==> src/hw/rtl/hss_pkg.sv <==
`default_nettype none

package hss_pkg;

    // Geometry
    localparam int SPEAKERS = 4;
    localparam int SLOTS    = 2 * SPEAKERS;
    localparam int SLOT_W   = $clog2(SLOTS);
    localparam int TIME_W   = 48;
    localparam int PROB_W   = 16;
    localparam int LABEL_W  = 3;
    localparam int PAD_W    = 24;
    localparam int FRAME_W  = 20;
    localparam int CIDX_W   = 3;
    localparam int CDATA_W  = 24;

    // Register map
    typedef enum logic [CIDX_W-1:0] {
        REG_ONSET      = 3'd0,
        REG_OFFSET     = 3'd1,
        REG_FRAME      = 3'd2,
        REG_PAD_BEFORE = 3'd3,
        REG_PAD_AFTER  = 3'd4,
        REG_MIN_GAP    = 3'd5,
        REG_MIN_LENGTH = 3'd6
    } hss_reg_t;

    localparam logic [PROB_W-1:0]  ONSET_RST  = 16'd16384;
    localparam logic [PROB_W-1:0]  OFFSET_RST = 16'd16384;
    localparam logic [FRAME_W-1:0] FRAME_RST  = 20'd80000;

    typedef struct packed {
        logic [PROB_W-1:0]  onset;
        logic [PROB_W-1:0]  offset;
        logic [FRAME_W-1:0] frame_us;
        logic [PAD_W-1:0]   pad_before;
        logic [PAD_W-1:0]   pad_after;
        logic [PAD_W-1:0]   min_gap;
        logic [PAD_W-1:0]   min_length;
    } hss_cfg_t;

    // Raw segment found by a lane
    typedef struct packed {
        logic              vld;
        logic [TIME_W-1:0] b;
        logic [TIME_W-1:0] e;
    } hss_cand_t;

    // Pipeline advance strobes
    typedef struct packed {
        logic a;
        logic b;
        logic c;
    } hss_adv_t;

endpackage

`default_nettype wire

==> src/hw/rtl/hss_lane.sv <==
`default_nettype none

module hss_lane
    import hss_pkg::*;
(
    input  logic              clk,
    input  logic              rst_n,
    input  logic              accept,
    input  logic [PROB_W-1:0] prob,
    input  logic              fin,
    input  logic [TIME_W-1:0] t,
    input  logic [TIME_W-1:0] total,
    input  hss_cfg_t          cfg,
    output hss_cand_t         held_cand,
    output hss_cand_t         open_cand
);

    logic              active_reg, active_next;
    logic              held_reg, held_next;
    logic [TIME_W-1:0] begin_reg, begin_next;
    logic [TIME_W-1:0] end_reg, end_next;
    hss_cand_t         held_cand_reg, held_cand_next;
    hss_cand_t         open_cand_reg, open_cand_next;

    logic              now;
    logic              opening;
    logic              closing;
    logic              gap_ok;
    logic              emit_prev;
    logic [TIME_W-1:0] gap;

    // Hysteresis, gap merge and flush for one speaker
    always_comb
    begin
        now       = active_reg ? (prob >= cfg.offset) : (prob >= cfg.onset);
        opening   = now & ~active_reg;
        closing   = ~now & active_reg;
        gap       = t - end_reg;
        gap_ok    = (gap <= TIME_W'(cfg.min_gap));
        emit_prev = opening & held_reg & ~gap_ok;

        held_next  = opening ? 1'b0 : (closing ? 1'b1 : held_reg);
        begin_next = (opening & ~(held_reg & gap_ok)) ? t : begin_reg;
        end_next   = closing ? t : end_reg;

        held_cand_next.vld = emit_prev | (fin & ~now & held_next);
        held_cand_next.b   = begin_reg;
        held_cand_next.e   = end_next;

        open_cand_next.vld = fin & now;
        open_cand_next.b   = begin_next;
        open_cand_next.e   = total;

        active_next = now;
    end

    // Hold lane state; clear after the last frame
    always_ff @(posedge clk or negedge rst_n)
    begin
        if (!rst_n)
        begin
            active_reg <= 1'b0;
            held_reg   <= 1'b0;
            begin_reg  <= '0;
            end_reg    <= '0;
        end
        else if (accept)
        begin
            if (fin)
            begin
                active_reg <= 1'b0;
                held_reg   <= 1'b0;
                begin_reg  <= '0;
                end_reg    <= '0;
            end
            else
            begin
                active_reg <= active_next;
                held_reg   <= held_next;
                begin_reg  <= begin_next;
                end_reg    <= end_next;
            end
        end
    end

    // Capture candidates for the padding stage
    always_ff @(posedge clk)
    begin
        if (accept)
        begin
            held_cand_reg <= held_cand_next;
            open_cand_reg <= open_cand_next;
        end
    end

    assign held_cand = held_cand_reg;
    assign open_cand = open_cand_reg;

endmodule

`default_nettype wire

==> config.mk <==
export PLATFORM = sky130hd
export DESIGN_NAME = hss_lane
export DESIGN_NICKNAME = d
export VERILOG_FILES = /design/src/hw/rtl/hss_pkg.sv /design/src/hw/rtl/hss_lane.sv
export SDC_FILE = /design/constraint.sdc
export NUM_CORES = 1
export LEC_CHECK = 0
export BUFFER_PORTS_ARGS = -buffer_cell sky130_fd_sc_hd__buf_4
export CAP_MARGIN = 20
export CORE_MARGIN = 8
export CORE_UTILIZATION = 30
export CTS_CLUSTER_SIZE = 20
export DETAILED_ROUTE_END_ITERATION = 10
export GPL_ROUTABILITY_DRIVEN = 0
export HOLD_SLACK_MARGIN = 0.06
export RECOVER_POWER = 25
export SLEW_MARGIN = 20
export SYNTH_ARGS = -nofsm -noshare
export SYNTH_HDL_FRONTEND = slang
export SYNTH_SLANG_ARGS = --single-unit
==> constraint.sdc <==
create_clock -name clk -period 4.7 [get_ports clk]
set_input_delay 0.47 -clock clk [delete_from_list [all_inputs] [get_ports clk]]
set_output_delay 0.47 -clock clk [all_outputs]
set_load 0.02 [all_outputs]
# == Yosys cells after proc, flatten, opt, wreduce, memory -nomap -nowiden ==
# Index checks and enable logic that the tools add are counted.
# totals
ff_bits,292
in_bits,264
output_inout_bits,194
# classes
n_addsub,1
n_lt_le_gt_ge,3
mux,9
bitwise_logic,14
# op_table
cell,n
48-bit 2-to-1 mux,4
48-bit by 24-bit less-or-equal comparator with 1-bit output,1
48-bit subtractor,1
16-bit >= comparator,2
1-bit bitwise AND,9
1-bit 2-to-1 mux,5
1-bit NOT,4
1-bit bitwise OR,1

# == Logic depth before layout (Yosys ltp) ==
# Gate-level depths: netlist of the first run.
# logic_depth
word_depth,8
depth_mapped,26

# == Worst setup path before layout of the first run ==
# OpenSTA, ideal clock, no wires.
# synth_timing
path_type,input -> register
startpoint,in t[0]
endpoint,"reg open_cand_reg, in the netlist open_cand[73], data pin"
setup_time_ns,0.260
arrival_time_ns,5.010
required_ns,4.440
path_slack_ns,-0.570
cell_stages,24
path_buffers,3
cell_sequence,inv_1 ha_1 fa_1 nor2b_1 o2111ai_1 a21oi_1 nor3b_1 o21ai_0 xor2_1 ha_1 nand4_1 nor4_1 nand2_1 a22oi_1 o2111a_1 nand4_1 nor3_1 nand4_1 or4b_1 clkbuf_1 o21a_1 buf_6 buf_6 mux2_4
# synth_between
elab_chain_len,6
# synth_lines
item,line,text
"start, declared",hss_lane.sv:11,"input logic [TIME_W-1:0] t,"
48-bit subtractor,hss_lane.sv:38,gap = t - end_reg;
48-bit by 24-bit less-or-equal comparator with 1-bit output,hss_lane.sv:39,gap_ok = (gap <= TIME_W'(cfg.min_gap));
1-bit bitwise AND,hss_lane.sv:43,begin_next = (opening & ~(held_reg & gap_ok)) ? t : begin_reg;
1-bit NOT,hss_lane.sv:43,
1-bit bitwise AND,hss_lane.sv:43,
48-bit 2-to-1 mux,hss_lane.sv:43,
net begin_next[25],hss_lane.sv:20,"logic [TIME_W-1:0] begin_reg, begin_next;"
"end signal, assigned",hss_lane.sv:92,open_cand_reg <= open_cand_next;
"end, declared",hss_lane.sv:23,"hss_cand_t open_cand_reg, open_cand_next;"
# The timed path passes the listed nets, and every way through them passes these cells.
# A chain may end at the register's enable or synchronous reset.

# == Worst setup path in the final report of the first run ==
# layout_timing
startpoint,reg end_reg[0]
endpoint,"reg open_cand_reg, in the netlist open_cand[74], data pin"
# layout_between
elab_chain_len,6
# layout_lines
item,line,text
"start, declared",hss_lane.sv:21,"logic [TIME_W-1:0] end_reg, end_next;"
"start signal, assigned",hss_lane.sv:81,end_reg <= end_next;
48-bit subtractor,hss_lane.sv:38,
48-bit by 24-bit less-or-equal comparator with 1-bit output,hss_lane.sv:39,
1-bit bitwise AND,hss_lane.sv:43,
1-bit NOT,hss_lane.sv:43,
1-bit bitwise AND,hss_lane.sv:43,
48-bit 2-to-1 mux,hss_lane.sv:43,
net begin_next[26],hss_lane.sv:20,
# The timed path passes the listed nets, and every way through them passes these cells.

==> qor.yml, run 1 <==
power_and_ir_drop:
  p_int_w: 0.00623
  leakage_nw: 10.0
  p_per_area_mw_per_mm2: 393
  swShare_pct: 30.9
  power_switching_w: 0.00278
  clkPwrFrac_pct: 32.2
  p_seq_share_pct: 37.4
  peakVddDrop_mv: 0.279
  comb_power_share_pct: 30.4
yosys:
  async_reset_ff_share_pct: 33.6
  synth.distinct_cells: 72
  synth-edff-count: 194
  synth_area_leader_cell: "edfxtp_1"
  ys.flop_type: "edfxtp_1"
  yosysSeqAreaShare_pct: 50.2
  syn-instance-count: 1526
  syn-num-nets: 1894
  ys_top_cells_by_area: "edfxtp_1, dfrtp_1, ha_1"
  netlist_area_mm2: 0.0165
  avgSynthCellArea_um2: 10.8
  ys_ff_latch: 292
  synth_top_area_share_pct: 35.4
  yosysWarningCount: 0
layout:
  register_area_mm2: 0.00828
  multi_input_area_mm2: 0.00767
  final_util_pct: 41.9
  drive_above_1_share_pct: 36.8
  layout.nets: 2385
  syn2layout_area_growth_pct: 39.0
  nFillCells: 5256
clock_tree:
  path_clk_slew_ns: 0.06
  htreeDepth: 2
  cts_tree: "done"
  worstSkewPairLatency_ns: 0.55
  cts-root-buf: "clkbuf_16"
  clockBufferDepth: 3
  cts_buffers: 37
  clkSinkCount: 292
  cts-hold-fix-buffers: 0
setup_path:
  crit_fanout: 13
  cp-end-kind: "flip-flop"
  cp.arrival_ns: 5.45
  critPathKind: "reg -> reg"
  worst_ep_required_time_ns: 4.98
  startpoint: "end_reg[0]"
  r2r-start: "end_reg[0]"
  worst_setup_path_start_kind: "flip-flop"
die:
  die-height_um: 250
  rows: 86
  initial_core_util_pct: 30.1
  ios: 458
  core_mm2: 0.0547
  dieArea_mm2: 0.0627
  die_w_um: 250
sta:
  setup_viol: 97
  drv_slew: 63
  worst_slew_pin_slew_ns: 4.15
  finalHoldViolations: 0
  fin_crit_ns: 5.17
  fin_skew_ns: 0.0203
  setup_slack_ns: -0.474
  slew_headroom_pct: -176
  post-route-period-util_pct: 110
  fmax_mhz: 193
  rsz0062_at_grt: "true"
detailed_routing:
  post_drt_wl_per_cell_um: 19.8
  drc: 0
  via_per_inst: 5.06
  first_pass_iters: 5
  drt_iter0_markers: 784
  ant_nets: 0
  drt-total-wl_um: 54500
  vias: 13919
grt:
  grt.met2_usage_pct: 27.9
  use_met3_pct: 4.29
  grt_start_max_net_pins: 83
  grtUsageMet1_pct: 20.7
  antenna_found_initial: 3
  grt_pass1_vias: 14198
  grt_first_pass_wirelength_um: 83000
  grt.busiest_layer: "met2"
  grt-ovfl-total: 0
  track_usage_pct: 16.6
hold_path:
  worstHoldStart: "total[45]"
  hp-class: "in -> reg"
placed_design:
  dp_hpwl_um: 39900
  place_ws_ns: -0.899
  port_buffers: 365
job:
  maxCapViolations: 1
run_status:
  outcome: "complete, but fails checks"
  violations: "max-capacitance violations, max-slew violations, negative setup slack"
-- power by group through the flow --
stage	Sequential, W	Clock (W)	Combinational, W
2_1_floorplan	0.00364	0	0.00124
3_5_place_dp	0.00342	0	0.00262
6_report	0.00337	0.00290	0.00274
3_3_place_gp	0.00341	0	0.00257
5_1_grt	0.00342	0.00310	0.00298
4_1_cts	0.00338	0.00301	0.00270
-- layout by cell type (no fill, tap or decap), types with 8 or more instances in the layout --
cell       count
edfxtp_1     194
o311ai_1      21
nand3_1       19
inv_1        163
nor3_1        11
a21oi_1       71
ha_1          97
o21ai_0       37
clkbuf_1      13
nand2_1      152
nor2_1        92
dfrtp_1       98
a211o_1        8
a211oi_1      11
xor2_1        13
xnor2_1       15
a21o_1        23
buf_4        480
clkbuf_4      48
o311ai_2      23
mux2_4        23
o211ai_1      52
nand4_1       27
clkbuf_16     40
mux2i_1        9
a22o_1        49
o21a_1        16
mux2_2        72
-- worst max-delay path, stage by stage, from the launching register on --
cell,delay [ns]
dfrtp_1,0.42
ha_4,0.19
fa_2,0.38
nor2b_4,0.13
o2111ai_2,0.15
a21oi_1,0.17
buf_4,0.14
nor3b_2,0.05
buf_4,0.16
xnor2_1,0.12
ha_1,0.28
nand4_1,0.10
buf_4,0.16
nor4_4,0.28
nand2_1,0.09
a22oi_1,0.16
o2111a_1,0.22
nand4_1,0.12
nor3_2,0.16
nand4_1,0.10
or4b_4,0.52
o21a_4,0.28
buf_12,0.18
mux2_4,0.31
-- area by class of cell --
| type | count | area share, % |
|---|---|---|
| sequential | 292 | 36.1 |
| multi-input combinational | 979 | 33.5 |
| timing repair buffer | 541 | 18.3 |
| clock buffer | 54 | 4.64 |
| tap | 704 | 3.85 |
| inverter | 166 | 2.79 |
| clock inverter | 14 | 0.803 |
| antenna | 2 | 0.0218 |
-- routing by layer --
metal / up-vias / share of wire, % / wire, um
met5: - / 0.024 / 13
met4: 2 / 2.8 / 1540
met3: 87 / 6.7 / 3640
met2: 472 / 48 / 26200
met1: 6746 / 42 / 23200
li1: 6612 / - / -
-- repair_timing --
item | 4_1_cts | 5_1_grt
buffers inserted | 7 | 1
pin swaps | 9 | 5
cloned | 1 | 2
gates resized for setup | 43 | 18
hold endpoints to repair | 0 | 0
setup endpoints to repair | 97 | 97
-- kinds of logic after synthesis --
logic type | Yosys count | synth area share (%)
AOI/OAI and AO/OA | 389 | 17.1
and+or+nand+nor | 354 | 9.69
DFF | 292 | 50.2
buffers and inverters | 255 | 6.07
muxes | 104 | 7.52
adders and majority gates | 104 | 7.94
xor gates and xnor gates | 28 | 1.49
-- worst paths after layout --
| kind | endpoint | cells past startpoint | slack [ns] |
|---|---|---|---|
| max in group asynchronous | active_reg | 1 | 0.97 |
| worst min-delay path | open_cand[45] | 1 | 0.13 |
| worst max-delay path | open_cand[74] | 23 | -0.47 |
| worst min register to register | held_cand[49] | 0 | 0.49 |
| min in group asynchronous | begin_reg[21] | 1 | 1.39 |
| worst max register to register | open_cand[74] | 23 | -0.47 |
-- through the flow --
stage	hold slack (ns)	area, um^2	cells	power [W]	TNS [ns]
after floorplan	0.174	16600	1526	0.00487	-7.96
after global routing	0.0847	22900	2752	0.00949	-66.85
after detailed placement	0.476	21200	2671	0.00604	-77.24
after CTS	0.0601	22700	2747	0.00909	-30.61
after global placement	0.469	21200	2671	0.00598	-74.77
final	0.127	22900	2752	0.00901	-38.66
-- cells in the mapped netlist (5+ instances only) --
master    instances
a211o_1           8
a211oi_1         11
a21o_1           23
a21oi_1          74
a22o_1           49
a31oi_1           7
and2_1            5
and3_1            7
and4_1            6
buf_2            10
clkbuf_1         74
dfrtp_1          98
edfxtp_1        194
ha_1            103
inv_1           164
mux2_2           73
mux2_4           21
mux2i_1           9
nand2_1         152
nand3_1          19
nand4_1          27
nor2_1           93
nor2b_1           8
nor3_1           12
o211ai_1         52
o21a_1           17
o21ai_0          41
o21bai_1          5
o22ai_1           6
o311ai_1         48
o31ai_1           6
or3_1             6
xnor2_1          15
xor2_1           13
(Power assumes the default switching activity.)
==> inputs of run 2 (changes only) <==
--- a/config.mk
+++ b/config.mk
@@ -9,11 +9,12 @@
 export CAP_MARGIN = 20
 export CORE_MARGIN = 8
 export CORE_UTILIZATION = 30
+export CTS_BUF_LIST = sky130_fd_sc_hd__clkbuf_8
 export CTS_CLUSTER_SIZE = 20
 export DETAILED_ROUTE_END_ITERATION = 10
 export GPL_ROUTABILITY_DRIVEN = 0
 export HOLD_SLACK_MARGIN = 0.06
-export RECOVER_POWER = 25
+export RECOVER_POWER = 50
 export SLEW_MARGIN = 20
 export SYNTH_ARGS = -nofsm -noshare
 export SYNTH_HDL_FRONTEND = slang
==> run 2 against run 1 <==
Against the previous run:
- global-route usage increased by 0.28 points
- clock skew rose by 0.0017 ns
- total power down 3.0%
- critical endpoint is now open_cand[80]
- die area stayed put
- via count rose by 2.5%
- cell count is 3.1% higher
- the run still ends with max-capacitance violations, max-slew violations, negative setup slack left
- final area rose by 2.3%
- wire length up 3.4%
- sequential share of layout area fell by 0.83 points
- largest cell class unchanged
==> qor.yml, run 2 (synthesis gave the netlist of run 1 again) <==
run_status:
  outcome: "complete, but fails checks"
  violations: "max-capacitance violations, max-slew violations, negative setup slack"
clock_tree:
  worstSkewPairLatency_ns: 0.63  # +0.08 ns
  cts-root-buf: "clkbuf_8"
  clkSinkCount: 292  # unchanged
  cts_tree: "done"
  clockBufferDepth: 3  # unchanged
  htreeDepth: 2  # unchanged
  path_clk_slew_ns: 0.07  # about the same
  cts_buffers: 54  # +46%
die:
  core_mm2: 0.0547  # unchanged
  rows: 86  # unchanged
  die_w_um: 250  # unchanged
  ios: 458  # unchanged
  dieArea_mm2: 0.0627  # unchanged
  initial_core_util_pct: 30.1  # unchanged
  die-height_um: 250  # unchanged
layout:
  layout.nets: 2456  # +3.0%
  syn2layout_area_growth_pct: 42.2
  nFillCells: 5274  # +0.34%
  layout_common_cells: "buf_4, edfxtp_1, inv_1"
  final_common_cell: "buf_4"
  drive_above_1_share_pct: 34.8  # -2.0 points
  final_util_pct: 42.9  # +0.98 points
detailed_routing:
  post_drt_wl_per_cell_um: 19.9  # +0.31%
  drc: 0  # unchanged
  vias: 14265  # +2.5%
  first_pass_iters: 5  # unchanged
  ant_nets: 0  # unchanged
  drt_iter0_markers: 934  # +19%
  drt-total-wl_um: 56400  # +3.4%
  via_per_inst: 5.03  # -0.62%
sta:
  finalHoldViolations: 0  # unchanged
  fin_crit_ns: 5.18  # +0.00313 ns
  fmax_mhz: 193  # about the same
  rsz0062_at_grt: "true"
  fin_skew_ns: 0.0220  # +0.00169 ns
  setup_slack_ns: -0.478  # -0.00313 ns
  post-route-period-util_pct: 110  # about the same
  hold_slack_ns: 0.195  # +0.0685 ns
  slew_headroom_pct: -73.2  # +100 points
  fin_tns_setup_ns: -39.58  # -0.924 ns
  setup_viol: 97  # unchanged
  drv_slew: 152  # +140%
  worst_slew_pin_slew_ns: 2.60  # -1.55 ns
hold_path:
  worstHoldStart: "t[40]"
  min_path_cells: 2  # +1
  hp-class: "in -> reg"
  worstHoldEndpoint: "open_cand[88]"
placed_design:
  dp_hpwl_um: 39900  # unchanged
  place_ws_ns: -0.899  # unchanged
  port_buffers: 365  # unchanged
setup_path:
  worst_path_largest_cell_delay_ns: 0.52  # about the same
  cp.arrival_ns: 5.54  # +0.09 ns
  path_delay_family: "simple AND/OR/NAND/NOR gates"
  crit_top_cell: "nand4_1"
  crit_chain: "ha_4 > fa_2 > nor2b_4 > o2111ai_2 > a21oi_1 > buf_4 > o21ai_1 > a21oi_1 > nor2_1 > xnor2_1 > ha_1 > nand4_1 > nor2_1 > nand2_1 > a22oi_1 > o2111a_1 > nand4_1 > nor3_2 > nand4_1 > or4b_4 > o21a_4 > clkbuf_16 > mux2_4"
  crit_fanout: 7  # -6
  critPathKind: "reg -> reg"
  reg2reg_to: "open_cand[80]"
  r2r-start: "end_reg[0]"
  cp.buffers_inverters: 2  # -2
  cp-end-kind: "flip-flop"
  crit_slowest_cell: "or4b_4"
  reg2regPathDepth: 23  # unchanged
  worst_setup_path_start_kind: "flip-flop"
  worst_ep_required_time_ns: 5.07  # +0.09 ns
  rrSetupSlack_ns: -0.48  # about the same
grt:
  grt_first_pass_wirelength_um: 84500  # +1.8%
  track_usage_pct: 16.9  # +0.28 points
  antenna_found_initial: 2  # -1
  grt-ovfl-total: 0  # unchanged
  grt_start_max_net_pins: 83  # unchanged
  grt_pass1_vias: 14568  # +2.6%
power_and_ir_drop:
  p_per_area_mw_per_mm2: 373  # -5.2%
  leakage_nw: 10.2  # +2.2%
  peakVddDrop_mv: 0.210  # -25%
job:
  maxCapViolations: 3  # +2
[run 2: changes by cell type in the layout (fill, tap and decap cells not counted), sizes merged]
cell         change
buf             -53
bufinv           -1
clkbuf          +69
clkinv          +12
clkinvlp         -1
diode            -1
dlygate4sd3     +49
inv             +12
[run 2: metal layers]
layer / global-route usage, % / up-vias / share of wire (%)
li1: - / 6763 / -
met1: 21.0 / 6913 / 42
met2: 28.1 / 490 / 48
met3: 4.73 / 97 / 6.8
met4: 5.42 / 2 / 3.2
met5: 0 / - / 0.023
[run 2: layout make-up]
type / count / area [um^2] / share of cell area (%)
antenna: 1 / 2.50 / 0.0107
multi-input combinational: 979 / 7890 / 33.7
tap: 704 / 881 / 3.76
clock buffer: 65 / 895 / 3.82
clock inverter: 36 / 243 / 1.04
inverter: 166 / 638 / 2.72
sequential: 292 / 8280 / 35.3
timing repair buffer: 595 / 4610 / 19.7
[run 2: stage by stage]
step           total power, W  cells  cell area, um^2
6_report              0.00874   2838            23400
5_1_grt               0.00924   2838            23400
4_1_cts               0.00877   2829            23100
3_5_place_dp          0.00604   2671            21200
3_3_place_gp          0.00598   2671            21200
2_1_floorplan         0.00487   1526            16600
[run 2: worst max-delay path by stage]
stage / startpoint / end / slack, ns / cells past startpoint
6_report: end_reg[0] / open_cand[80] / -0.48 / 23
5_1_grt: end_reg[0] / open_cand[84] / -0.77 / 23
4_1_cts: end_reg[0] / open_cand[74] / -0.42 / 23
3_5_place_dp: t[0] / begin_reg[22] / -0.90 / 25
3_3_place_gp: t[0] / open_cand[73] / -0.86 / 24
2_1_floorplan: t[0] / open_cand[73] / -0.23 / 24
[run 2: repair_timing]
item                                   in CTS  in global routing
gates cloned                                2                  5
pin swaps                                   9                 10
buffers inserted                            6                  3
setup endpoints to repair                  97                 97
hold buffers                               49                  0
endpoints found under the hold margin     109                  0
gates resized for setup                    40                 54
[run 2: power breakdown]
part | switching [W] | internal, W
Sequential | 0.000196 | 0.00317
Combinational | 0.00153 | 0.00128
Clock | 0.00113 | 0.00142
