[src/hw/rtl/hss_pkg.sv]
`default_nettype none

package hss_pkg;

    // Geometry
    localparam int SPEAKERS = 4;
    localparam int SLOTS    = 2 * SPEAKERS;
    localparam int SLOT_W   = $clog2(SLOTS);
    localparam int TIME_W   = 48;
    localparam int PROB_W   = 16;
    localparam int LABEL_W  = 3;
    localparam int PAD_W    = 24;
    localparam int FRAME_W  = 20;
    localparam int CIDX_W   = 3;
    localparam int CDATA_W  = 24;

    // Register map
    typedef enum logic [CIDX_W-1:0] {
        REG_ONSET      = 3'd0,
        REG_OFFSET     = 3'd1,
        REG_FRAME      = 3'd2,
        REG_PAD_BEFORE = 3'd3,
        REG_PAD_AFTER  = 3'd4,
        REG_MIN_GAP    = 3'd5,
        REG_MIN_LENGTH = 3'd6
    } hss_reg_t;

    localparam logic [PROB_W-1:0]  ONSET_RST  = 16'd16384;
    localparam logic [PROB_W-1:0]  OFFSET_RST = 16'd16384;
    localparam logic [FRAME_W-1:0] FRAME_RST  = 20'd80000;

    typedef struct packed {
        logic [PROB_W-1:0]  onset;
        logic [PROB_W-1:0]  offset;
        logic [FRAME_W-1:0] frame_us;
        logic [PAD_W-1:0]   pad_before;
        logic [PAD_W-1:0]   pad_after;
        logic [PAD_W-1:0]   min_gap;
        logic [PAD_W-1:0]   min_length;
    } hss_cfg_t;

    // Raw segment found by a lane
    typedef struct packed {
        logic              vld;
        logic [TIME_W-1:0] b;
        logic [TIME_W-1:0] e;
    } hss_cand_t;

    // Pipeline advance strobes
    typedef struct packed {
        logic a;
        logic b;
        logic c;
    } hss_adv_t;

endpackage

`default_nettype wire

[src/hw/rtl/hss_trim.sv]
`default_nettype none

module hss_trim
    import hss_pkg::*;
(
    input  logic              clk,
    input  hss_adv_t          adv,
    input  hss_cand_t         cand,
    input  hss_cfg_t          cfg,
    output logic              keep,
    output logic [TIME_W-1:0] st,
    output logic [TIME_W-1:0] en
);

    logic              vld_b_reg;
    logic [TIME_W-1:0] st_b_reg, st_b_next;
    logic [TIME_W-1:0] en_b_reg, en_b_next;
    logic [TIME_W-1:0] st_c_reg;
    logic [TIME_W-1:0] en_c_reg;
    logic [TIME_W:0]   en_sum;
    logic [TIME_W-1:0] pad_b;
    logic [TIME_W-1:0] len;

    // Pad start (floored at zero) and end (saturated)
    always_comb
    begin
        pad_b     = TIME_W'(cfg.pad_before);
        st_b_next = (cand.b > pad_b) ? (cand.b - pad_b) : '0;
        en_sum    = {1'b0, cand.e} + (TIME_W + 1)'(cfg.pad_after);
        en_b_next = en_sum[TIME_W] ? {TIME_W{1'b1}} : en_sum[TIME_W-1:0];
    end

    // Drop segments below the minimum length
    always_comb
    begin
        len = en_b_reg - st_b_reg;
        if (en_b_reg >= st_b_reg)
        begin
            keep = vld_b_reg & (len >= TIME_W'(cfg.min_length));
        end
        else
        begin
            keep = vld_b_reg & (cfg.min_length == '0);
        end
    end

    always_ff @(posedge clk)
    begin
        if (adv.b)
        begin
            vld_b_reg <= cand.vld;
            st_b_reg  <= st_b_next;
            en_b_reg  <= en_b_next;
        end
        if (adv.c)
        begin
            st_c_reg <= st_b_reg;
            en_c_reg <= en_b_reg;
        end
    end

    assign st = st_c_reg;
    assign en = en_c_reg;

endmodule

`default_nettype wire

[config.mk]
export PLATFORM = sky130hd
export DESIGN_NAME = hss_trim
export DESIGN_NICKNAME = d
export VERILOG_FILES = /design/src/hw/rtl/hss_pkg.sv /design/src/hw/rtl/hss_trim.sv
export SDC_FILE = /design/constraint.sdc
export NUM_CORES = 1
export LEC_CHECK = 0
export ABC_AREA = 1
export BUFFER_PORTS_ARGS = -buffer_cell sky130_fd_sc_hd__buf_2
export CAP_MARGIN = 0
export CORE_UTILIZATION = 40
export CTS_CLUSTER_DIAMETER = 120
export DETAILED_ROUTE_END_ITERATION = 10
export GPL_TIMING_DRIVEN = 0
export HOLD_SLACK_MARGIN = 0.05
export SETUP_SLACK_MARGIN = 0.02
export SYNTH_ARGS = -nofsm -noshare
export SYNTH_HDL_FRONTEND = slang
export SYNTH_SLANG_ARGS = --single-unit
export TNS_END_PERCENT = 30
[constraint.sdc]
create_clock -name clk -period 4.3 [get_ports clk]
set_input_delay 0.86 -clock clk [delete_from_list [all_inputs] [get_ports clk]]
set_output_delay 0.86 -clock clk [all_outputs]
set_load 0.005 [all_outputs]
# --- Yosys cells after proc, flatten, opt, wreduce, memory -nomap -nowiden ---
# Cells that the tools add are included.
# W data, S select, Z words.
classes:
  n_mux: 1
  n_reduce_logical: 1
  n_bitwise: 2
  n_lt_le_gt_ge: 3
  add_sub_neg: 3
op_table:
  columns: ["cell", "count"]
  rows:
  - ["$add A48 B24 Y49", 1]
  - ["$ge A48 B24 Y1", 1]
  - ["$ge A48 B48 Y1", 1]
  - ["$gt A48 B24 Y1", 1]
  - ["$sub A48 B24 Y48", 1]
  - ["$sub A48 B48 Y48", 1]
  - ["$logic_not A24 Y1", 1]
  - ["$and A1 B1 Y1", 2]
  - ["$mux W1", 1]
totals:
  register_bits: 193
  wordCells: 15
  in_bits: 249
  out_inout_bits: 97

# --- Depth between registers and ports, before layout ---
# Gate-level depths: netlist of run 1.
logic_depth:
  depth_word: 4
  ltp_mapped: 24

# --- Least setup slack after synthesis of run 1 ---
# OpenSTA, ideal clock, no wires.
synth_timing:
  path_type: "register -> output"
  startpoint: "register en_b_reg[0]"
  endpoint: "output port keep"
  setup_slack_ns: 0.631
  t_required_ns: 3.440
  n_path_buf: 0
  arrival_ns: 2.809
  stages_incl_launch_ff: 25
  cell_sequence: "edfxtp_1 -> inv_1 -> ha_1 -> inv_1 -> fa_1 -> nand3_1 -> nand3_1 -> nand2_1 -> nand3_1 -> nand2_1 -> nand2_1 -> xor2_1 -> ha_1 -> a21oi_1 -> nor2_1 -> a211oi_1 -> o21ai_0 -> a21oi_1 -> nand2_1 -> nor2_1 -> nand2_1 -> nor2_1 -> nand3_1 -> nor2_1 -> nor2_1"
synth_between:
  elab_chain_len: 4
  word_cells_on_any_way: 5
  cone_classes: "1 x add/sub; 2 x order compare; 1 x mux; 1 x bitwise"
synth_rtl:
  columns: ["item", "line_no", "rtl"]
  rows:
  - ["start, declared", "hss_trim.sv:17", "logic [TIME_W-1:0] en_b_reg, en_b_next;"]
  - ["start signal, assigned", "hss_trim.sv:53", "en_b_reg <= en_b_next;"]
  - ["$sub A48 B48 Y48", "hss_trim.sv:36", "len = en_b_reg - st_b_reg;"]
  - ["$ge A48 B24 Y1", "hss_trim.sv:39", "keep = vld_b_reg & (len >= TIME_W'(cfg.min_length));"]
  - ["$and A1 B1 Y1", "hss_trim.sv:39", null]
  - ["$mux W1 (*)", "hss_trim.sv:37", "if (en_b_reg >= st_b_reg)"]
  - ["end, declared", "hss_trim.sv:10", "output logic keep,"]
# Mark *: on every way between the ends. The rest lies on a longest branch, timed or not.

# --- Worst setup path after layout of run 1 ---
# Same ends and word-level chain as after synthesis.

==> flow_summary.yaml, run 1 <==
yosys:
  synth_area_leaders: "edfxtp_1 38%, nand2_1 14%, ha_1 9.7%"
  syn_nets: 2433
  yosysTopAreaCell: "edfxtp_1"
  synth_top_area_share: 0.376
  ys_ff_latch: 193
  syn_avg_cell_area_um2: 7.48
  ys_types: 48
  synth-main-ff-cell: "edfxtp_1"
  yosysSeqAreaShare: 0.376
  synth_edf_count: 193
  post-synth-top-count-cell: "nand2_1"
  synth_warnings: 0
  synth_common_cells: "564 x nand2_1, 374 x inv_1, 235 x nor2_1"
  syn_area_um2: 15400
  syn_inst: 2061
  ys_async_sr_fraction: 0
sta:
  max_freq_ghz: 0.218
  max_slew_margin: 0.549
  rsz0062_at_grt: "yes"
  fin_hold_ws_ps: 450
  skew_ps: 13.7
  drv_slew: 0
  worst_slack_ps: -293
  worstMarginPinSlew_ps: 672
  fin_crit_ps: 4590
  setup_viol: 1
  totalNegativeSetupSlack_ps: -293
  finalCritPeriodShare: 1.07
  hold_viol_final: 0
critical_path:
  endpoint: "keep"
  reg2regPathDepth: 2
  crit_path_end_kind: "output pin"
  ff2ff_setup_slack_ps: 3300
  cp-startpoint: "en_b_reg[0]"
  path_class: "reg2out"
  cp_slowest_stage_delay_ps: 420
  cp_max_fo: 4
  r2r-start: "en_b_reg[10]"
  slowest_stage: "edfxtp_1"
  required_ps: 3440
  worst_path_most_repeated_cell: "nand2_1"
  startpoint_type: "flop"
  cp.arrival_ps: 3730
  r2r_end: "en[10]"
clock_tree:
  cts.sinks: 193
  htreeDepth: 4
  clkTransAtPathRegs_ps: 70
  cts_buffers: 17
  hold_buffers: 0
  root_buffer: "clkbuf_16"
  clk_latency_ps: 440
  cts_buffer_depth: 2
  cts_tree: "done"
detailed_routing:
  maxUsedRoutingLayer: "met4"
  vias: 14500
  wl_per_cell_um: 17.4
  vias_per_cell: 4.99
  wirelength_met1_um: 22700
  drtIter0Drc: 1091
  wl_met3_um: 3070
  ant_nets: 0
  remaining_drc_errors: 0
  drt_pre_antenna_iters: 5
  drt-total-wl_um: 50500
  dr_wl_met2_um: 23700
placement:
  dp_hpwl_um: 42800
  io_buffers: 268
  place_area_um2: 17500
  gp_congestion: 0.923
  numPlacedInstances: 2842
floorplanning:
  start_util: 0.408
  die_area_um2: 39300
  io_pins: 346
  die_height_um: 198
  core_area_um2: 37800
  num_rows: 71
  die_w_um: 198
run:
  drv_cap: 0
grt:
  grt_pass1_vias: 13700
  grt_pass1_wl_um: 76300
  grt_max_degree: 76
  overflow: 0
  grt.total_usage: 0.259
  antenna_found_initial: 0
hold_path:
  hp-class: "reg2reg"
outcome:
  outcome: "finished, violations left"
  violations: "negative setup slack"
finish:
  area_growth_pct: 22.0
  nets: 2758
  antenna_cells: 0
  fin_area_um2: 18800
  multiInputGateArea_um2: 8610
  final_cells: 2910
  layout-drive-gt1-share: 0.208
  seq_area_um2: 5800
  fill_cells: 3715
power:
  leakage_nw: 9.12
  powerDensity_nw_per_um2: 371
  ir_drop_uv: 296
[kinds of logic (layout without fill, tap and decap cells)]
family          count (synthesis)  in the layout  share of synthesized area
compound gates                270            270                      0.109
xor+xnor                       63             63                     0.0358
fa+ha+maj                     123            123                      0.101
buf+inv                       385            723                     0.0971
flops                         193            193                      0.376
simple gates                 1027           1027                      0.281
[area by class of cell]
cell class / count / area share
flip-flops and latches: 193 / 0.308
well taps: 511 / 0.0340
inverters: 377 / 0.0752
plain buffers: 8 / 0.00439
clock buffers: 17 / 0.0226
repair buffers: 306 / 0.0889
multi-input cells: 1483 / 0.458
clock inverters: 15 / 0.00865
[report_power, final]
part,switching [mW],internal (mW)
sequential,0.147,2.33
clock,0.778,0.782
combinational,1.76,1.17
total,2.69,4.28
[through the flow]
stage               setup slack, ps  utilization  total power [mW]
floorplan                       631            -              4.13
global placement               -255        0.461              4.98
detailed placement             -310        0.462              5.02
CTS                            -327        0.492              6.82
global route                   -670        0.498              7.42
finish                         -293        0.498              6.97
[metal layers]
layer,vias up,GRT usage
li1,7371,-
met1,6647,0.346
met2,448,0.439
met3,52,0.0370
met4,0,0.0666
met5,-,0
[how the worst min path moves through the flow]
| stage | from | endpoint | slack (ps) | cells after the start |
|---|---|---|---|---|
| floorplan | en_b_reg[0] | en[0] | 430 | 0 |
| global placement | st_b_reg[29] | st[29] | 430 | 0 |
| detailed placement | st_b_reg[21] | st[21] | 430 | 0 |
| CTS | st_b_reg[21] | st[21] | 450 | 0 |
| global route | st_b_reg[34] | st[34] | 460 | 0 |
| finish | st_b_reg[21] | st[21] | 450 | 0 |
[worst max-delay path, delay by kind of cell, from the launching register on]
kind	cells	cell delay (ps)
and+or+nand+nor	13	1000
xor gates and xnor gates	1	140
adders and majority gates	3	810
AOI/OAI and AO/OA	2	250
DFF	1	420
buffers and inverters	6	670
[cell usage in the layout, fill, tap and decap left out, types with 6 or more instances in the layout]
cell type  netlist  layout
nand2_1        564     552
inv_1          374     362
buf_2            0     266
nor2_1         235     221
edfxtp_1       193     193
a21oi_1        118     116
ha_1           120      98
nand3_1         92      84
o21ai_0         48      47
xor2_1          50      46
buf_4            0      38
nor3_1          29      29
nor2_2          16      25
a31oi_1         25      25
a21oi_2         21      23
nand4_1         23      23
ha_4             0      22
nand3b_1        21      21
or2_2           20      20
clkbuf_16        0      17
inv_2            3      15
xnor2_1         13      13
a21o_1          12      12
nand2_2          2      11
nor4_1          11      11
o21a_1          10      10
o21bai_1         7       7
buf_6            7       7
inv_8            0       7
nand3_2          1       6
[timing repair]
| item | 4_1_cts | 5_1_grt |
|---|---|---|
| setup buffers | 17 | 19 |
| resized for setup | 76 | 22 |
| hold endpoints to repair | 0 | 0 |
| cloned | 0 | 0 |
| pin swaps | 7 | 22 |
| endpoints found under the setup margin | 1 | 1 |
(Power assumes the default switching activity.)
==> run 2, diff against run 1 <==
--- a/config.mk
+++ b/config.mk
@@ -5,7 +5,6 @@
 export SDC_FILE = /design/constraint.sdc
 export NUM_CORES = 1
 export LEC_CHECK = 0
-export ABC_AREA = 1
 export BUFFER_PORTS_ARGS = -buffer_cell sky130_fd_sc_hd__buf_2
 export CAP_MARGIN = 0
 export CORE_UTILIZATION = 40
==> run 2 against run 1 <==
The flow still finishes with violations (negative setup slack). Final cell count decreased by 24%. Register-to-register slack improved by 190 ps. Sequential share of layout area increased by 4.0 points.
==> flow_summary.yaml, run 2 <==
outcome:
  outcome: "finished, violations left"
  violations: "negative setup slack"
sta:
  max_slew_margin: 0.397
  skew_ps: 9.76
  rsz0062_at_grt: "yes"
  finalCritPeriodShare: 1.38
  setup_viol: 1
  drv_slew: 0
  fin_crit_ps: 5940
  max_freq_ghz: 0.168
  worst_slack_ps: -1640
  hold_viol_final: 0
  worstMarginPinSlew_ps: 882
  totalNegativeSetupSlack_ps: -1640
yosys:
  synth_xor_area_frac: 0.0555
  synthMuxAreaShare: 0.0109
  yosys.area_share.simple: 0.167
  syn_area_um2: 13700
  synth-main-ff-cell: "edfxtp_1"
  synth_area_leaders: "edfxtp_1 42%, ha_1 11%, a21oi_1 4.2%"
  ys_ff_latch: 193
  yosysTopAreaCell: "edfxtp_1"
  yosysSeqAreaShare: 0.422
  synth_compound_area_frac: 0.182
  synth_warnings: 0
  syn_avg_cell_area_um2: 9.46
  synth_top_area_share: 0.422
  synth_edf_count: 193
  synth_common_cells: "193 x edfxtp_1, 143 x nand2_1, 132 x inv_1"
  synth_top_family_by_area: "compound AO/OA/AOI/OAI gates"
  synthAdderAreaFrac: 0.114
  ys_types: 70
  ys_async_sr_fraction: 0
  post-synth-top-count-cell: "edfxtp_1"
  syn_inst: 1452
  syn_nets: 1824
critical_path:
  cp.arrival_ps: 5080
  required_ps: 3440
  r2r_end: "en[1]"
  path_buf_inv: 2
  startpoint_type: "flop"
  crit_path_end_kind: "output pin"
  slowest_stage: "or4b_4"
  r2r-start: "en_b_reg[1]"
  ff2ff_setup_slack_ps: 3490
  reg2regPathDepth: 1
  cp_max_fo: 6
  cp_top_family: "simple AND/OR/NAND/NOR gates"
  cp_slowest_stage_delay_ps: 520
  path_class: "reg2out"
  cp_cell_sequence: "inv_1 > ha_1 > nand2_1 > o21ai_1 > a22o_1 > or2_2 > nor2_2 > xnor2_1 > ha_1 > a2111oi_4 > o21ai_2 > a2111oi_2 > nand4b_1 > nor4_2 > o2111ai_1 > or4b_4 > nor4_4 > a31oi_1 > buf_2"
  worst_path_most_repeated_cell: "ha_1"
run:
  drv_cap: 0
floorplanning:
  die_height_um: 187
  io_pins: 346
  num_rows: 67
  start_util: 0.408
  core_area_um2: 33700
  die_w_um: 187
  die_area_um2: 35100
placement:
  dpl_worst_slack_ps: -1780
  io_buffers: 268
  gp_congestion: 0.912
  dp_hpwl_um: 34000
grt:
  overflow: 0
  grt.total_usage: 0.234
  antenna_found_initial: 11
  grt_pass1_wl_um: 63600
  grt_pass1_vias: 11500
  grt_max_degree: 67
clock_tree:
  root_buffer: "clkbuf_16"
  cts_tree: "done"
  htreeDepth: 4
  cts.sinks: 193
  clkTransAtPathRegs_ps: 80
  cts_buffers: 17
  clk_latency_ps: 450
  cts_buffer_depth: 2
  hold_buffers: 0
detailed_routing:
  remaining_drc_errors: 0
  drtIter0Drc: 775
  drt-total-wl_um: 41200
  vias_per_cell: 5.34
  vias: 11800
  wl_per_cell_um: 18.6
  ant_nets: 0
  drt_pre_antenna_iters: 5
hold_path:
  worstHoldPathCells: 0
  worstHoldStart: "en_b_reg[30]"
  whs_endpoint: "en[30]"
  hp-class: "reg2reg"
power:
  leakage_nw: 7.17
  powerDensity_nw_per_um2: 399
  ir_drop_uv: 289
finish:
  layout-drive-gt1-share: 0.220
  final_util: 0.494
  final_cell_mix: "268 x buf_2, 193 x edfxtp_1, 142 x nand2_1"
  final_common_cell: "buf_2"
  area_growth_pct: 21.3
  nets: 2119
  fill_cells: 3307
## run 2: cell families (layout without fill, tap and decap cells)
family	after synthesis	count (layout)
AOI/OAI and AO/OA	395	395
xor gates and xnor gates	87	87
adders and majority gates	123	123
buffers and inverters	175	483
DFF	193	193
muxes	14	14
other	0	7
and+or+nand+nor	465	465
## run 2: where the power goes
group          switching, mW  internal [mW]
logic                   1.48          0.967
registers              0.109           2.33
clock network          0.803          0.958
## run 2: area by class of cell
cell class | instances | area [um2] | area share
Inverter | 132 | 495 | 0.0297
Multi-Input combinational cell | 1084 | 7470 | 0.449
Timing Repair Buffer | 280 | 1470 | 0.0882
Sequential cell | 193 | 5800 | 0.348
Antenna cell | 7 | 17.5 | 0.00105
Clock inverter | 15 | 241 | 0.0145
Clock buffer | 17 | 425 | 0.0255
Buffer | 39 | 184 | 0.0110
Tap cell | 448 | 561 | 0.0336
## run 2: per-layer routing
metal / global-route usage / routed length, um
met4: 0.0470 / 469
met5: 0 / 46
met3: 0.0495 / 2350
met1: 0.317 / 19200
met2: 0.384 / 19100
## run 2: worst max-delay path by stage
stage,slack [ps],endpoint,start,cells after the start
floorplan,-760,keep,en_b_reg[0],21
CTS,-1660,keep,en_b_reg[0],22
global placement,-1700,keep,st_b_reg[11],21
finish,-1640,keep,st_b_reg[13],19
detailed placement,-1780,keep,st_b_reg[11],21
global route,-1900,keep,st_b_reg[13],19
## run 2: what timing repair did
item | 4_1_cts | 5_1_grt
endpoints found under the setup margin | 42 | 36
gates resized for setup | 23 | 24
pin swaps | 12 | 11
buffers inserted | 9 | 1
## run 2: stage by stage
stage                     total power, mW  hold slack (ps)  cells  area (um2)
after global placement               4.74              435   2168       15700
after CTS                            6.60              447   2208       16600
final                                6.65              451   2215       16700
after floorplan                      4.00              426   1452       13800
after detailed placement             4.77              436   2170       15700
after global routing                 7.04              459   2211       16700
==> run 3, diff against run 2 <==
--- a/config.mk
+++ b/config.mk
@@ -12,6 +12,7 @@
 export DETAILED_ROUTE_END_ITERATION = 10
 export GPL_TIMING_DRIVEN = 0
 export HOLD_SLACK_MARGIN = 0.05
+export RECOVER_POWER = 50
 export SETUP_SLACK_MARGIN = 0.02
 export SYNTH_ARGS = -nofsm -noshare
 export SYNTH_HDL_FRONTEND = slang
==> run 3 against run 2 <==
Critical path depth is 1 higher. The flow finishes with violations (max-capacitance violations, max-slew violations, negative setup slack). Sequential power about the same. Clock power is essentially flat. Critical endpoint unchanged. Flip-flop and latch count stayed put. Power barely moved. Via count rose by 0.16%. Wire length fell by 0.11%. Clock-buffer cell count is the same. Clock skew is 1.2 ps lower. Hold slack improved by 0.83 ps. Die area is the same.
==> flow_summary.yaml, run 3 (synthesis results as in run 2) <==
placement:
  gp_congestion: 0.912
  dp_hpwl_um: 34000
  io_buffers: 268
sta:
  rsz0062_at_grt: "yes"
  max_slew_margin: -1.04
  max_freq_ghz: 0.168
  fin_crit_ps: 5940
  drv_slew: 150
  worst_slack_ps: -1640
  setup_viol: 1
  skew_ps: 8.54
  fin_hold_ws_ps: 452
  finalCritPeriodShare: 1.38
  worstMarginPinSlew_ps: 3060
  hold_viol_final: 0
detailed_routing:
  drt_pre_antenna_iters: 5
  drtIter0Drc: 788
  ant_nets: 0
  remaining_drc_errors: 0
  wl_per_cell_um: 18.6
  drt-total-wl_um: 41200
  vias_per_cell: 5.35
  vias: 11800
critical_path:
  cp.arrival_ps: 5080
  crit_path_end_kind: "output pin"
  cp_max_fo: 3
  startpoint_type: "flop"
  required_ps: 3440
  path_class: "reg2out"
clock_tree:
  root_buffer: "clkbuf_16"
  cts_tree: "done"
  clk_latency_ps: 450
  clkTransAtPathRegs_ps: 80
  hold_buffers: 0
  cts_buffers: 17
  cts_buffer_depth: 2
  htreeDepth: 4
  cts.sinks: 193
floorplanning:
  die_w_um: 187
  core_area_um2: 33700
  start_util: 0.408
  io_pins: 346
  die_height_um: 187
  die_area_um2: 35100
  num_rows: 67
grt:
  grt_pass1_wl_um: 63600
  overflow: 0
  grt.total_usage: 0.234
  antenna_found_initial: 11
  grt_max_degree: 67
  grt_pass1_vias: 11500
finish:
  layout-drive-gt1-share: 0.218
  fill_cells: 3310
  area_growth_pct: 21.0
  final_common_cell: "buf_2"
  nets: 2119
  final_cell_mix: "268 x buf_2, 193 x edfxtp_1, 142 x nand2_1"
  final_util: 0.493
power:
  powerDensity_nw_per_um2: 400
  leakage_nw: 7.15
  ir_drop_uv: 288
outcome:
  violations: "max-capacitance violations, max-slew violations, negative setup slack"
  outcome: "finished, violations left"
hold_path:
  hp-class: "reg2reg"
run:
  drv_cap: 3
## run 3: path summary, 6_finish.rpt
check	from	end	cells after the start	slack, ps
hold / removal	en_b_reg[30]	en[30]	0	450
setup reg to reg	en_b_reg[1]	en[1]	1	3490
setup / recovery	st_b_reg[1]	keep	20	-1640
hold reg to reg	en_b_reg[30]	en[30]	0	450
## run 3: repair_timing
item                       in CTS  in global routing
setup endpoints to repair      42                 36
resized for setup              23                 24
pin swaps                      12                 11
setup buffers                   9                  1
## run 3: final cells by class
class / count / area (um2) / share of cell area
diodes: 7 / 17.5 / 0.00105
clock inverters: 15 / 241 / 0.0145
multi-input cells: 1084 / 7470 / 0.449
inverters: 132 / 495 / 0.0298
clock buffers: 17 / 425 / 0.0256
repair buffers: 280 / 1440 / 0.0863
plain buffers: 39 / 184 / 0.0111
well taps: 448 / 561 / 0.0337
flip-flops and latches: 193 / 5800 / 0.349
## run 3: metrics by stage
| step | area, um2 | setup TNS (ps) | power (mW) | setup WS (ps) | cells |
|---|---|---|---|---|---|
| 2_1_floorplan | 13800 | -762 | 4.00 | -762 | 1452 |
| 3_3_place_gp | 15700 | -47040 | 4.74 | -1700 | 2168 |
| 3_5_place_dp | 15700 | -49030 | 4.77 | -1780 | 2170 |
| 4_1_cts | 16600 | -1660 | 6.60 | -1660 | 2208 |
| 5_1_grt | 16600 | -1900 | 7.04 | -1900 | 2211 |
| 6_report | 16600 | -1640 | 6.64 | -1640 | 2215 |
## run 3: critical path, stage by stage (launching register included)
cell and delay (ps):
edfxtp_1 410, inv_2 100, ha_1 250, nor2b_1 150, o31a_1 270, o31a_1 360
o31a_1 290, o21ai_2 170, nand2_1 100, xor2_1 160, ha_1 310, a21oi_2 160
o21ai_2 80, a2111oi_2 230, nand4b_1 160, nor4_2 300, o2111ai_1 140, or4b_4 520
nor4_4 170, a31oi_1 160, buf_2 160
## run 3: power by group
part / switching [mW] / total [mW] / internal [mW]
logic: 1.48 / 2.44 / 0.963
registers: 0.109 / 2.45 / 2.34
clock network: 0.800 / 1.76 / 0.958
total: 2.39 / 6.64 / 4.26
## run 3: per-layer routing
layer  share of wire  vias up  GRT usage
met1            0.46     5503      0.317
li1                -     5980          -
met3           0.064       34     0.0495
met5          0.0011        -          0
met2            0.47      324      0.384
met4           0.010        8     0.0470
